## config.mk

```make
export PLATFORM = sky130hd
export DESIGN_NAME = rc_frame_unpack_edges
export DESIGN_NICKNAME = d
export VERILOG_FILES = /design/src/rtl/rcfu_pkg.sv /design/src/rtl/rc_frame_unpack_edges.sv /design/src/rtl/rcfu_cell.sv /design/src/rtl/rcfu_stick.sv
export SDC_FILE = /design/constraint.sdc
export NUM_CORES = 1
export LEC_CHECK = 0
export BUFFER_PORTS_ARGS = -buffer_cell sky130_fd_sc_hd__buf_2
export CORE_ASPECT_RATIO = 1.5
export CORE_MARGIN = 4
export CORE_UTILIZATION = 45
export DETAILED_ROUTE_END_ITERATION = 16
export PLACE_DENSITY_LB_ADDON = 0.1
export SKIP_CTS_REPAIR_TIMING = 1
export SLEW_MARGIN = 10
export SYNTH_ARGS = -nofsm -noshare
export SYNTH_HDL_FRONTEND = slang
export SYNTH_SLANG_ARGS = --single-unit
export TNS_END_PERCENT = 1
```

## constraint.sdc

```tcl
create_clock -name clk -period 27.1 [get_ports clk]
set_input_delay 1.355 -clock clk [delete_from_list [all_inputs] [get_ports clk]]
set_output_delay 1.355 -clock clk [all_outputs]
set_load 0.02 [all_outputs]
```

## src/rtl/rcfu_pkg.sv

```systemverilog
// Shared types and constants for the remote-control frame unpacker.
`default_nettype none

package rcfu_pkg;

    // Frame geometry
    localparam int FRAME_USED_BYTES = 16;

    // Field widths
    localparam int STICK_W = 11;
    localparam int OFF_W   = 12;
    localparam int DEAD_W  = 6;
    localparam int KEY_W   = 16;

    // Configuration port
    localparam int ADDR_W = 3;
    localparam int DATA_W = 32;

    // Register reset values
    localparam logic [STICK_W-1:0] CENTER_RESET = 11'd1024;
    localparam logic [DEAD_W-1:0]  DEAD_RESET   = 6'd6;

    // Register indexes (word address bit of paddr)
    typedef enum logic {
        REG_STICK_CENTER = 1'b0,
        REG_DEADBAND     = 1'b1
    } reg_idx_t;

    // Query answers
    typedef enum logic [1:0] {
        EDGE_NONE = 2'd0,
        EDGE_RISE = 2'd1,
        EDGE_FALL = 2'd2
    } edge_code_t;

    // Commands of an input item
    typedef enum logic {
        CMD_FRAME_BYTE = 1'b0,
        CMD_KEY_QUERY  = 1'b1
    } cmd_t;

    // Control broadcast to every byte cell
    typedef struct packed {
        logic shift;    // a frame byte is accepted this cycle
        logic restart;  // that byte ends the frame
    } cell_ctrl_t;

endpackage

`default_nettype wire

```

## src/rtl/rc_frame_unpack_edges.sv

```systemverilog
// Top level of the remote-control frame unpacker with key-edge tracking.
//
//  channel   direction  handshake                 payload
//  item      in         item_valid / item_stall   command, frame_byte, frame_end, key_mask
//  result    out        result_valid/result_stall sticks, switches, mouse, keys, edge_code
//  config    in         APB psel/penable/pwrite   paddr, pwdata, prdata
//
// One item per cycle. A frame end or query shows its result in the cycle after acceptance,
// from a single output register fed by the byte-cell row and the stick units.
// Frame bytes without end are taken even while a result waits; a result-producing
// item is held off only while the output register is full and stalled.
// Reset clears the byte row, the key state and the registers at once; no sweep.
`default_nettype none

module rc_frame_unpack_edges (
    input  wire logic                         clk,
    input  wire logic                         rst_n,
    // Input items
    input  wire logic                         item_valid,
    output logic                              item_stall,
    input  wire logic                         command,
    input  wire logic [7:0]                   frame_byte,
    input  wire logic                         frame_end,
    input  wire logic [15:0]                  key_mask,
    // Result items
    output logic                              result_valid,
    input  wire logic                         result_stall,
    output logic signed [11:0]                stick_a,
    output logic signed [11:0]                stick_b,
    output logic signed [11:0]                stick_c,
    output logic signed [11:0]                stick_d,
    output logic [3:0]                        switches,
    output logic signed [15:0]                mouse_x,
    output logic signed [15:0]                mouse_y,
    output logic signed [15:0]                mouse_z,
    output logic [15:0]                       mouse_buttons,
    output logic [1:0]                        button_changed,
    output logic [15:0]                       key_state,
    output logic [1:0]                        edge_code,
    // Configuration port
    input  wire logic                         psel,
    input  wire logic                         penable,
    input  wire logic                         pwrite,
    input  wire logic [rcfu_pkg::ADDR_W-1:0]  paddr,
    input  wire logic [rcfu_pkg::DATA_W-1:0]  pwdata,
    output logic [rcfu_pkg::DATA_W-1:0]       prdata,
    output logic                              pready
);

    // The unpack below addresses fixed byte positions of the frame.
    localparam int FRAME_BYTES = rcfu_pkg::FRAME_USED_BYTES;

    // Configuration registers
    logic [rcfu_pkg::STICK_W-1:0] center_reg;
    logic [rcfu_pkg::DEAD_W-1:0]  dead_reg;
    logic                         cfg_write;
    rcfu_pkg::reg_idx_t           cfg_idx;

    assign pready    = 1'b1;
    assign cfg_write = psel && penable && pwrite && pready;
    assign cfg_idx   = rcfu_pkg::reg_idx_t'(paddr[2]);

    always_ff @(posedge clk or negedge rst_n)
    begin
        if (!rst_n)
        begin
            center_reg <= rcfu_pkg::CENTER_RESET;
            dead_reg   <= rcfu_pkg::DEAD_RESET;
        end
        else if (cfg_write)
        begin
            case (cfg_idx)
                rcfu_pkg::REG_STICK_CENTER: center_reg <= pwdata[rcfu_pkg::STICK_W-1:0];
                rcfu_pkg::REG_DEADBAND:     dead_reg   <= pwdata[rcfu_pkg::DEAD_W-1:0];
                default:                    center_reg <= center_reg;
            endcase
        end
    end

    // Register read-back
    always_comb
    begin
        case (cfg_idx)
            rcfu_pkg::REG_STICK_CENTER:
                prdata = {{(rcfu_pkg::DATA_W-rcfu_pkg::STICK_W){1'b0}}, center_reg};
            rcfu_pkg::REG_DEADBAND:
                prdata = {{(rcfu_pkg::DATA_W-rcfu_pkg::DEAD_W){1'b0}}, dead_reg};
            default:
                prdata = '0;
        endcase
    end

    // Handshake: only items that make a result wait for the output register.
    logic item_accept;
    logic makes_result;
    logic is_query;
    logic load_result;

    assign is_query     = (rcfu_pkg::cmd_t'(command) == rcfu_pkg::CMD_KEY_QUERY);
    assign makes_result = is_query || frame_end;
    assign item_stall   = result_valid && result_stall && makes_result;
    assign item_accept  = item_valid && !item_stall;
    assign load_result  = item_accept && makes_result;

    // Row of byte cells with a walking write token
    rcfu_pkg::cell_ctrl_t       cell_ctrl;
    logic [7:0]                 frame_next [FRAME_BYTES];
    logic [FRAME_BYTES-1:0]     token;

    assign cell_ctrl.shift   = item_accept && !is_query;
    assign cell_ctrl.restart = item_accept && !is_query && frame_end;

    genvar gi;
    generate
        for (gi = 0; gi < FRAME_BYTES; gi++)
        begin : g_cell
            rcfu_cell #(
                .IS_HEAD (gi == 0)
            ) u_cell (
                .clk       (clk),
                .rst_n     (rst_n),
                .ctrl      (cell_ctrl),
                .byte_in   (frame_byte),
                .token_in  ((gi == 0) ? 1'b0 : token[(gi == 0) ? 0 : gi-1]),
                .token_out (token[gi]),
                .byte_out  (frame_next[gi])
            );
        end
    endgenerate

    // Unpack the stick channels from the store view that includes this byte
    logic [rcfu_pkg::STICK_W-1:0]      raw [4];
    logic signed [rcfu_pkg::OFF_W-1:0] offset [4];

    assign raw[0] = {frame_next[1][2:0], frame_next[0]};
    assign raw[1] = {frame_next[2][5:0], frame_next[1][7:3]};
    assign raw[2] = {frame_next[4][0], frame_next[3], frame_next[2][7:6]};
    assign raw[3] = {frame_next[5][3:0], frame_next[4][7:1]};

    generate
        for (gi = 0; gi < 4; gi++)
        begin : g_stick
            rcfu_stick u_stick (
                .raw      (raw[gi]),
                .center   (center_reg),
                .deadband (dead_reg),
                .offset   (offset[gi])
            );
        end
    endgenerate

    // Key and mouse-button tracking
    logic [7:0]               left_reg;
    logic [7:0]               right_reg;
    logic [rcfu_pkg::KEY_W-1:0] key_reg;
    logic [rcfu_pkg::KEY_W-1:0] pending_reg;
    logic [rcfu_pkg::KEY_W-1:0] key_new;
    logic [1:0]               changed;
    logic [rcfu_pkg::KEY_W-1:0] hit;
    rcfu_pkg::edge_code_t     answer;

    assign key_new = {frame_next[15], frame_next[14]};
    assign changed = {frame_next[13] != right_reg, frame_next[12] != left_reg};
    assign hit     = pending_reg & key_mask;

    always_comb
    begin
        if (hit == '0)
        begin
            answer = rcfu_pkg::EDGE_NONE;
        end
        else if ((key_reg & key_mask) != '0)
        begin
            answer = rcfu_pkg::EDGE_RISE;
        end
        else
        begin
            answer = rcfu_pkg::EDGE_FALL;
        end
    end

    always_ff @(posedge clk or negedge rst_n)
    begin
        if (!rst_n)
        begin
            left_reg    <= 8'd0;
            right_reg   <= 8'd0;
            key_reg     <= '0;
            pending_reg <= '0;
        end
        else if (item_accept && is_query)
        begin
            pending_reg <= pending_reg & ~key_mask;
        end
        else if (cell_ctrl.restart)
        begin
            left_reg    <= frame_next[12];
            right_reg   <= frame_next[13];
            key_reg     <= key_new;
            pending_reg <= pending_reg | (key_reg ^ key_new);
        end
    end

    // Output register
    logic result_valid_reg;

    always_ff @(posedge clk or negedge rst_n)
    begin
        if (!rst_n)
        begin
            result_valid_reg <= 1'b0;
        end
        else if (load_result)
        begin
            result_valid_reg <= 1'b1;
        end
        else if (!result_stall)
        begin
            result_valid_reg <= 1'b0;
        end
    end

    always_ff @(posedge clk)
    begin
        if (load_result)
        begin
            if (is_query)
            begin
                stick_a        <= '0;
                stick_b        <= '0;
                stick_c        <= '0;
                stick_d        <= '0;
                switches       <= '0;
                mouse_x        <= '0;
                mouse_y        <= '0;
                mouse_z        <= '0;
                mouse_buttons  <= '0;
                button_changed <= '0;
                key_state      <= '0;
                edge_code      <= answer;
            end
            else
            begin
                stick_a        <= offset[0];
                stick_b        <= offset[1];
                stick_c        <= offset[2];
                stick_d        <= offset[3];
                switches       <= frame_next[5][7:4];
                mouse_x        <= {frame_next[7], frame_next[6]};
                mouse_y        <= {frame_next[9], frame_next[8]};
                mouse_z        <= {frame_next[11], frame_next[10]};
                mouse_buttons  <= {frame_next[13], frame_next[12]};
                button_changed <= changed;
                key_state      <= key_new;
                edge_code      <= rcfu_pkg::EDGE_NONE;
            end
        end
    end

    assign result_valid = result_valid_reg;

endmodule

`default_nettype wire

```

## src/rtl/rcfu_cell.sv

```systemverilog
// One byte cell of the frame store, with the write token that walks the row.
`default_nettype none

module rcfu_cell #(
    parameter bit IS_HEAD = 1'b0
) (
    input  wire logic               clk,
    input  wire logic               rst_n,
    input  wire rcfu_pkg::cell_ctrl_t ctrl,
    input  wire logic [7:0]         byte_in,
    input  wire logic               token_in,
    output logic                    token_out,
    output logic [7:0]              byte_out
);

    logic [7:0] byte_reg;
    logic [7:0] byte_next;
    logic       token_reg;
    logic       token_next;

    // The cell holding the token takes the byte; the view includes that write.
    assign byte_next = (ctrl.shift && token_reg) ? byte_in : byte_reg;

    // The token moves one cell per byte and returns to the head at frame end.
    assign token_next = ctrl.restart ? IS_HEAD : token_in;

    always_ff @(posedge clk or negedge rst_n)
    begin
        if (!rst_n)
        begin
            byte_reg  <= 8'd0;
            token_reg <= IS_HEAD;
        end
        else if (ctrl.shift)
        begin
            byte_reg  <= byte_next;
            token_reg <= token_next;
        end
    end

    assign token_out = token_reg;
    assign byte_out  = byte_next;

endmodule

`default_nettype wire

```

## src/rtl/rcfu_stick.sv

```systemverilog
// Stick channel: signed offset from the center with a deadband.
`default_nettype none

module rcfu_stick (
    input  wire logic [rcfu_pkg::STICK_W-1:0] raw,
    input  wire logic [rcfu_pkg::STICK_W-1:0] center,
    input  wire logic [rcfu_pkg::DEAD_W-1:0]  deadband,
    output logic signed [rcfu_pkg::OFF_W-1:0] offset
);

    logic signed [rcfu_pkg::OFF_W-1:0] diff;
    logic        [rcfu_pkg::OFF_W-1:0] mag;

    // Difference fits in 12 bits; its magnitude is at most 2047.
    always_comb
    begin
        diff = $signed({1'b0, raw}) - $signed({1'b0, center});
        mag  = diff[rcfu_pkg::OFF_W-1] ? (~diff + 1'b1) : diff;
        if (mag <= {{(rcfu_pkg::OFF_W-rcfu_pkg::DEAD_W){1'b0}}, deadband})
        begin
            offset = '0;
        end
        else
        begin
            offset = diff;
        end
    end

endmodule

`default_nettype wire

```

==> run metrics, run 1 <==
Die Height 250 µm; post-synthesis cell count 1,526; main combinational cell family by area after synthesis simple AND/OR/NAND/NOR gates; antenna violations before repair 0; synth warn 0; Post-synth top cells 206 x dfrtp_1, 156 x mux2_2, 152 x nand2_1; peak supply drop 0.0000556 V; Clock Path Buffers 3; final slew viol count 0; area leader, netlist dfrtp_1; Setup WS post-layout 19.11 ns; xor-xnor portion of the synthesized cell area 3.50%; CTS tree yes; worst relative slew slack 27.5%; simple-gate share of the synthesized area 12.5%; crit path from command; gr usage total 20.0%; CTS Buf Count 36; post-synthesis compound-gate area fraction 8.73%; CP Capture Type flop; count of state elements after synthesis 346; mux contribution to synthesized area 11.9%; top cell type's share of synthesized area 29.5%; Min-Delay Path Class reg2reg; Max Fclk 125 MHz; DRT iter0 DRCs 637; die width 169 µm; reg-to-reg endpoint stick_d[1]$_SDFFCE_PP0P_; Post-synth EDFFs 136; RSZ-0062 raised after global routing false; status finished, final reports clean; final-stage net count 1,852; core area 38,400 µm²; max FFs per register 128; CTS root buffer clkbuf_16; DRC viols 0; GP Congestion 0.835; number of antenna cells inserted 0; Tmin final 7.99 ns; RR Startpoint result_valid$_DFFE_PN0P_; routed wire length 42,300 µm; clk slew on worst S/H paths 0.06 ns; CP arrival 8.23 ns; Die ar. 42,200 µm²; Final Hold Viols 0; dpl ws 18.59 ns; Starting Density 45.5%; routed vias 11,800; Std-Cell Rows 88; R2R Setup Slk 20.23 ns; Critical Path RT 27.34 ns; WS Path Type in2reg; total grt overflow 0; Worst Max-Slew Pin Slew 1.09 ns; fillcell total 3,474; largest net degree at the start of global routing 97; worst skew pair latency 0.54 ns; Synth async-reset ratio 60.7%; DPL Wire Length 29,300 µm; # port buffers 193; DR WL/cell 19.0 µm; fin crit share 29.5%; layout cells sized above 1 24.9%; cell area after synthesis 17,500 µm²; top cells by area, synth dfrtp_1 29%, edfxtp_1 23%, mux2_2 10%; cell leakage power 0.00950 µW; DR pass1 iterations 5; Reg2Reg Depth 22; CTS Sinks 346; fraction of the mapped netlist area in adder cells 5.82%; setup violators final 0; global-route wire length before repair 66,700 µm; pwr dens 93.5 nW/µm²; Avg Inst Size Synth 11.5 µm²; Clock Skew 0.0105 ns; H-tree depth 2; Yosys cell types 74; Setup crit start kind input pin; Setup crit end stick_d[1]$_SDFFCE_PP0P_; crit-path max FO 63; drt via density 5.32; number of global-route vias before repair 12,000; most common cell in the netlist dfrtp_1; sequential fraction of the synthesis area 53.4%; Final ANT Viol Nets 0; hold path start g_cell[15].u_cell.token_out$_DFFE_PN0N_; maxcap violations 0; setup tns final 0 ns; Top-Level Pins 239; Area Growth Syn to Fin 14.2%; Post-synth top flop dfrtp_1
[kinds of logic after synthesis]
logic type	count (synthesis)
other	2
buffers and inverters	162
adder cells (fa/ha/maj)	79
flip-flops	346
AND/OR/NAND/NOR	450
multiplexers	189
AO/OA/AOI/OAI	229
XOR/XNOR	69
[stage by stage]
stage	utilization [%]	instances	hold WS [ns]	total power, µW	area [µm²]
detailed placement	49.1	2162	0.460	1400	18900
finish	52.0	2228	0.468	1870	20000
global placement	49.1	2162	0.451	1390	18900
global route	52.0	2228	0.501	2000	20000
floorplan	-	1546	0.439	1220	17600
CTS	52.0	2228	0.469	1890	20000
[worst max-delay path, cell delays in order]
cell       delay, ns
buf_2           0.09
buf_4           0.58
inv_1           0.13
and3_1          0.19
buf_4           0.23
nand2_1         0.53
mux2_2          0.42
ha_1            0.26
nor2b_1         0.14
o2111a_1        0.26
o41ai_1         0.83
o21ai_0         0.26
a31o_2          0.37
nor2_1          0.10
a21oi_1         0.06
ha_1            0.30
nor2b_1         0.14
o21a_1          0.17
o21a_1          0.16
o21ai_0         0.15
a21o_1          0.17
o2111ai_1       0.13
a2111oi_2       1.00
nor4_1          0.13
[power breakdown]
part	total [µW]	internal, µW	switching (µW)	leakage [µW]
sequential	629	608	21.0	0.00418
combinational	764	310	454	0.00478
clock	475	270	206	0.000542
[how the worst min path moves through the flow]
stage / slack, ns / depth (start not counted) / end
floorplan: 0.44 / 2 / g_cell[15].u_cell.token_out$_DFFE_PN0N_
global placement: 0.45 / 2 / g_cell[15].u_cell.token_out$_DFFE_PN0N_
detailed placement: 0.46 / 2 / g_cell[15].u_cell.token_out$_DFFE_PN0N_
CTS: 0.47 / 2 / g_cell[0].u_cell.token_out$_DFFE_PN1N_
global route: 0.50 / 1 / g_cell[10].u_cell.byte_reg[0]$_DFFE_PN0N_
finish: 0.47 / 2 / g_cell[15].u_cell.token_out$_DFFE_PN0N_
[cell usage in the layout, fill, tap and decap left out, types with 6 or more instances in the layout]
cell type and count:
mux2_2 156, nor4_1 12, o22ai_1 6, conb_1 22, o21ai_0 77, buf_2 192, nor3_1 34, xnor2_1 38
clkinv_1 6, ha_1 75, inv_1 75, mux2i_1 33, clkbuf_1 14, nor3b_1 9, nor2_1 100, o21a_1 16
o211ai_1 8, and2_1 56, a21oi_1 38, a22oi_1 9, nand3b_1 17, nor2b_1 14, a221oi_1 6, edfxtp_1 136
a31oi_1 10, nand2_1 151, a21o_1 8, xor2_1 30, dfrtp_1 206, a211oi_1 7, nand3_1 9, buf_4 15
clkbuf_16 36, nand4_1 9, nand2b_1 13
[cell type report]
| type | instances | area, µm² | share of cell area, % |
|---|---|---|---|
| multi-input cells | 1038 | 7530 | 37.7 |
| well taps | 495 | 619 | 3.10 |
| inverters | 75 | 282 | 1.41 |
| flip-flops and latches | 346 | 9340 | 46.8 |
| clock buffers | 54 | 1010 | 5.05 |
| clock inverters | 12 | 109 | 0.545 |
| repair buffers | 208 | 1090 | 5.44 |
[metal layers]
layer | GRT usage, % | share of wire [%] | wire length [µm] | vias to the layer above
li1 | - | - | - | 5715
met1 | 22.9 | 39 | 16400 | 5813
met2 | 37.4 | 54 | 22700 | 234
met3 | 2.92 | 3.8 | 1610 | 81
met4 | 7.27 | 3.7 | 1570 | 0
met5 | 0 | 0 | 0 | -
Power figures use the tool's default switching activity.
==> inputs of run 2 (changes only) <==
==> constraint.sdc (replaced) <==
create_clock -name clk -period 7.7 [get_ports clk]
set_input_delay 0.385 -clock clk [delete_from_list [all_inputs] [get_ports clk]]
set_output_delay 0.385 -clock clk [all_outputs]
set_load 0.02 [all_outputs]
==> run 2 against run 1 <==
Clock skew rose by 0.0047 ns. Cell count barely moved. Register-to-register slack got worse by 19 ns. Sequential share of layout area fell by 0.24 points. Power rose to 3.5 times the previous value. Die area did not move. Global-route usage rose by 0.12 points. Clock-buffer cell count rose by 1. Routed wire length rose by 1.5%. Via count fell by 0.70%. Hold slack got worse by 0.39 ns. Largest cell class unchanged. Highest routed layer unchanged.
==> run metrics, run 2 (synthesized netlist as in run 1, its figures left out) <==
placed cell area 18,900 µm² (about the same); global-route wire length before repair 66,900 µm (was 66,700 µm); final-stage net count 1,854 (was 1,852); CTS tree yes (unchanged); largest net degree at the start of global routing 137 (was 97); H-tree depth 2 (unchanged); R2R Setup Slk 1.32 ns (was 20.23 ns); met3 GRT Util 2.57% (was 2.92%); Critical Path RT 7.93 ns (was 27.34 ns); status finished, final reports clean (unchanged); WS Path Type reg2reg (was in2reg); final slew viol count 0 (unchanged); routed wire length 43,000 µm (was 42,300 µm); RSZ-0062 raised after global routing false (unchanged); Setup crit start kind flop (was input pin); Worst Max-Slew Pin Slew 1.12 ns (was 1.09 ns); Setup WS post-layout 1.32 ns (was 19.11 ns); CTS Buf Count 36 (unchanged); Min-Delay Path Class in2reg (was reg2reg); DR pass1 iterations 5 (unchanged); setup tns final 0 ns (unchanged); Area Growth Syn to Fin 14.8% (was 14.2%); GP Congestion 0.872 (was 0.835); Die Height 250 µm (unchanged); Clock Path Buffers 3 (unchanged); cell leakage power 0.00955 µW (was 0.00950 µW); most used routing layer met2 (unchanged); most frequent cells in the layout 206 x dfrtp_1, 192 x buf_2, 156 x mux2_2, 151 x nand2_1, 136 x edfxtp_1 (unchanged); most common cell after layout, fill and taps aside dfrtp_1 (unchanged); number of global-route vias before repair 12,000 (about the same); clk slew on worst S/H paths 0.06 ns (about the same); peak supply drop 0.000260 V (was 0.0000556 V); Final Hold Viols 0 (unchanged); setup violators final 0 (unchanged); CTS Sinks 346 (unchanged); routed vias 11,800 (about the same); post-route design area 20,100 µm² (was 20,000 µm²); Die ar. 42,200 µm² (unchanged); Std-Cell Rows 88 (unchanged); max FFs per register 128 (unchanged); gr usage total 20.1% (was 20.0%); antenna violations before repair 0 (unchanged); met2 GRT Util 37.3% (was 37.4%); worst skew pair latency 0.54 ns (about the same); # port buffers 193 (unchanged); Tmin final 6.38 ns; DR WL/cell 19.3 µm (was 19.0 µm); Final ANT Viol Nets 0 (unchanged); Clock Skew 0.0151 ns (was 0.0105 ns); CP arrival 6.61 ns (was 8.23 ns); DRC viols 0 (unchanged); drt via density 5.27 (was 5.32); total grt overflow 0 (unchanged); dpl ws 0.816 ns (was 18.59 ns); pwr dens 329 nW/µm² (was 93.5 nW/µm²); CP Capture Type flop (unchanged); maxcap violations 0 (unchanged); DRT iter0 DRCs 637 (unchanged); Starting Density 45.5% (unchanged); number of antenna cells inserted 0 (unchanged); CTS root buffer clkbuf_16 (unchanged); die width 169 µm (unchanged); Top-Level Pins 239 (unchanged); Final Power 6610 µW (was 1870 µW); layout cells sized above 1 25.4% (was 24.9%); crit-path max FO 15 (was 63); met1 GRT Util 23.6% (was 22.9%); DPL Wire Length 30,100 µm (was 29,300 µm); core area 38,400 µm² (unchanged); hold slack 0.0740 ns (was 0.468 ns); fin crit share 82.9%; worst relative slew slack 24.2% (was 27.5%); Max Fclk 157 MHz
run 2: cell types whose count changed in the layout (fill, tap and decap cells not counted), moves of 3 or more:
cell / previous run / this run
clkbuf_1: 14 / 10
clkbuf_8: 5 / 9
clkinv_1: 6 / 2
inv_6: 1 / 4
run 2: stage by stage:
| stage | utilization, % | cells |
|---|---|---|
| final | 52.3 | 2230 |
| after global routing | 52.3 | 2230 |
| after CTS | 52.2 | 2229 |
| after detailed placement | 49.2 | 2163 |
| after global placement | 49.2 | 2163 |
| after floorplan | - | 1546 |
run 2: worst paths after layout:
check / from / end / cells past startpoint
setup reg to reg: result_valid$_DFFE_PN0P_ / stick_d[4]$_SDFFCE_PP0P_ / 21
min in group asynchronous: rst_n / g_cell[11].u_cell.byte_reg[2]$_DFFE_PN0N_ / 2
hold / removal: pwdata[6] / center_reg[6]$_DFFE_PN0P_ / 2
hold reg to reg: g_cell[0].u_cell.token_out$_DFFE_PN1N_ / g_cell[0].u_cell.token_out$_DFFE_PN1N_ / 2
max in group asynchronous: rst_n / g_cell[13].u_cell.byte_reg[5]$_DFFE_PN0N_ / 3
setup / recovery: result_valid$_DFFE_PN0P_ / stick_d[4]$_SDFFCE_PP0P_ / 21
run 2: where the power goes:
group,switching [µW],internal (µW),leakage [µW]
sequential,73.3,2140,0.00418
clock,747,978,0.000575
combinational,1580,1090,0.00479
run 2: layer usage:
layer  up-vias  part of all wire (%)
met5         -                     0
met4         0                   3.9
met3        74                   3.6
met2       219                    53
met1      5747                    39
li1       5720                     -
run 2: final cells by class:
type                       instances  area (µm²)
fill                            3511       18300
inverter                          75         282
clock inverter                    11        97.6
multi-input combinational       1038        7550
clock buffer                      55        1070
sequential                       346        9340
timing repair buffer             210        1120
tap                              495         619
run 2: worst max-delay path, cell delays in order, from the launching register on:
cell and delay, ns:
dfrtp_1 0.37, nand3_1 0.15, and3_1 0.26, nand2_1 0.51
mux2_2 0.42, ha_1 0.27, nor2b_1 0.14, o2111a_1 0.26
o41ai_1 0.70, o21ai_0 0.28, a31o_2 0.37, nor2_1 0.10
a21oi_1 0.05, ha_1 0.30, nor2b_1 0.13, o21a_1 0.16
o21a_1 0.16, o21ai_0 0.14, a21o_1 0.15, nand3_1 0.07
nor4bb_1 0.97, nor4_1 0.11
==> inputs of run 3 (changes only) <==
==> constraint.sdc (replaced) <==
create_clock -name clk -period 6.1 [get_ports clk]
set_input_delay 0.305 -clock clk [delete_from_list [all_inputs] [get_ports clk]]
set_output_delay 0.305 -clock clk [all_outputs]
set_load 0.02 [all_outputs]
==> run 3 against run 2 <==
Fmax rose by 13%. Register-to-register slack got worse by 0.87 ns. Critical endpoint is now stick_d[5]$_SDFFCE_PP0P_. Sequential power rose by 26%. Largest power group unchanged.
==> run metrics, run 3 (synthesized netlist as in run 1, its figures left out) <==
final slew viol count 0 (unchanged); R2R Setup Slk 0.44 ns (was 1.32 ns); Min-Delay Path Class in2reg (unchanged); met1 GRT Util 23.0% (was 23.6%); Die Height 250 µm (unchanged); DR WL/cell 19.3 µm (about the same); gr usage total 20.3% (was 20.1%); most used routing layer met2 (unchanged); number of antenna cells inserted 0 (unchanged); Area Growth Syn to Fin 15.1% (was 14.8%); Std-Cell Rows 88 (unchanged); number of cells in the finished layout apart from fillers 2,249 (was 2,230); Reg2Reg Depth 23 (was 21); placed cell area 19,000 µm² (was 18,900 µm²); status finished, final reports clean (unchanged); CP arrival 5.88 ns (was 6.61 ns); antenna violations before repair 0 (unchanged); setup tns final 0 ns (unchanged); Clock Skew 0.0125 ns (was 0.0151 ns); RSZ-0062 raised after global routing false (unchanged); largest net degree at the start of global routing 106 (was 137); setup violators final 0 (unchanged); Cell Chain, Critical Path nand3_1, and3_2, nand2_2, buf_4, mux2_2, ha_1, a21oi_1, nor2b_1, o41ai_1, buf_4, o21ai_0, a31o_2, a21oi_1, ha_1, nor2b_1, o21a_1, o21a_1, o21ai_0, a21o_1, o2111ai_1, a2111oi_2, buf_4, nor4_1 (was nand3_1, and3_1, nand2_1, mux2_2, ha_1, nor2b_1, o2111a_1, o41ai_1, o21ai_0, a31o_2, nor2_1, a21oi_1, ha_1, nor2b_1, o21a_1, o21a_1, o21ai_0, a21o_1, nand3_1, nor4bb_1, nor4_1); final-stage net count 1,874 (was 1,854); reg-to-reg endpoint stick_d[5]$_SDFFCE_PP0P_ (was stick_d[4]$_SDFFCE_PP0P_); Starting Density 45.5% (unchanged); Top-Level Pins 239 (unchanged); GP Congestion 0.852 (was 0.872); peak supply drop 0.000248 V (was 0.000260 V); CP dominant cell by count buf_4; CTS tree yes (unchanged); crit-path max FO 9 (was 15); CTS Buf Count 36 (unchanged); number of global-route vias before repair 12,200 (was 12,000); DPL Wire Length 30,900 µm (was 30,100 µm); max FFs per register 128 (unchanged); routed vias 11,900 (was 11,800); fin crit share 92.7% (was 82.9%); RR Startpoint result_valid$_DFFE_PN0P_ (unchanged); worst relative slew slack 27.6% (was 24.2%); most frequent cells in the layout 206 x dfrtp_1, 192 x buf_2, 156 x mux2_2, 149 x nand2_1, 136 x edfxtp_1 (was 206 x dfrtp_1, 192 x buf_2, 156 x mux2_2, 151 x nand2_1, 136 x edfxtp_1); Max Fclk 177 MHz (was 157 MHz); Critical Path RT 6.33 ns (was 7.93 ns); maxcap violations 0 (unchanged); Setup crit end stick_d[5]$_SDFFCE_PP0P_ (was stick_d[4]$_SDFFCE_PP0P_); total grt overflow 0 (unchanged); Max stage delay on crit path 0.41 ns (was 0.97 ns); met3 GRT Util 2.55% (was 2.57%); hold slack 0.0248 ns (was 0.0740 ns); # port buffers 193 (unchanged); Crit-path slowest cell o41ai_1 (was nor4bb_1); pwr dens 409 nW/µm² (was 329 nW/µm²); CTS root buffer clkbuf_16 (unchanged); CP Capture Type flop (unchanged); fillcell total 3,497 (was 3,511); met2 GRT Util 39.4% (was 37.3%); Clock Path Buffers 3 (unchanged); most common cell after layout, fill and taps aside dfrtp_1 (unchanged); cell leakage power 0.00962 µW (was 0.00955 µW); Worst Max-Slew Pin Slew 1.09 ns (was 1.12 ns); worst skew pair latency 0.53 ns (was 0.54 ns); global-route wire length before repair 67,600 µm (was 66,900 µm); Tmin final 5.66 ns (was 6.38 ns); DR pass1 iterations 7 (was 5); Die ar. 42,200 µm² (unchanged); die width 169 µm (unchanged); post-route design area 20,100 µm² (about the same); layout cells sized above 1 26.3% (was 25.4%); Final ANT Viol Nets 0 (unchanged); WS Path Type reg2reg (unchanged); CP Depth 23 (was 21); crit path from result_valid$_DFFE_PN0P_ (unchanged); clk slew on worst S/H paths 0.06 ns (about the same); routed wire length 43,500 µm (was 43,000 µm); H-tree depth 2 (unchanged); Bufs and invs on worst path 3 (was 0); CTS Sinks 346 (unchanged); core area 38,400 µm² (unchanged); Worst path top cell family by delay compound AO/OA/AOI/OAI gates (was simple AND/OR/NAND/NOR gates); DRC viols 0 (unchanged); Setup crit start kind flop (unchanged); DRT iter0 DRCs 525 (was 637); Final Hold Viols 0 (unchanged); drt via density 5.29 (was 5.27); Cells after DPL 2,181 (was 2,163)
run 3: how the worst min path moves through the flow:
stage,start,end,slack (ns),cells past startpoint
floorplan,rst_n,center_reg[0]$_DFFE_PN0P_,0.009,0
global placement,g_cell[15].u_cell.token_out$_DFFE_PN0N_,g_cell[15].u_cell.token_out$_DFFE_PN0N_,0.45,2
detailed placement,g_cell[15].u_cell.token_out$_DFFE_PN0N_,g_cell[15].u_cell.token_out$_DFFE_PN0N_,0.46,2
CTS,rst_n,g_cell[11].u_cell.byte_reg[5]$_DFFE_PN0N_,-0.06,1
global route,pwdata[6],center_reg[6]$_DFFE_PN0P_,0.004,2
finish,pwdata[10],center_reg[10]$_DFFE_PN1P_,0.02,2
run 3: routing by layer:
metal	routed length, µm	up-vias
li1	-	5756
met1	16700	5874
met2	24000	208
met3	1530	50
met4	1200	0
met5	0	-
run 3: power breakdown:
part           switching, µW  leakage, µW  internal (µW)  total (µW)
combinational           2030      0.00491           1400        3420
clock                    902     0.000534           1130        2030
sequential              85.1      0.00418           2700        2790
run 3: final cells by class:
type                            count  area, µm²  area share (%)
Inverter                           75        282            1.40
Sequential cell                   346       9340            46.4
Tap cell                          495        619            3.08
Multi-Input combinational cell   1038       7560            37.5
Timing Repair Buffer              230       1260            6.26
Clock buffer                       49        973            4.83
Clock inverter                     16       98.8           0.491
run 3: per-stage QoR:
stage	total power, µW	utilization, %	setup WS, ns
final	8240	52.4	0.445
after global routing	8820	52.4	0.0236
after CTS	8310	52.3	0.198
after detailed placement	6240	49.5	0.209
after global placement	6170	49.5	0.220
after floorplan	5400	-	0.230
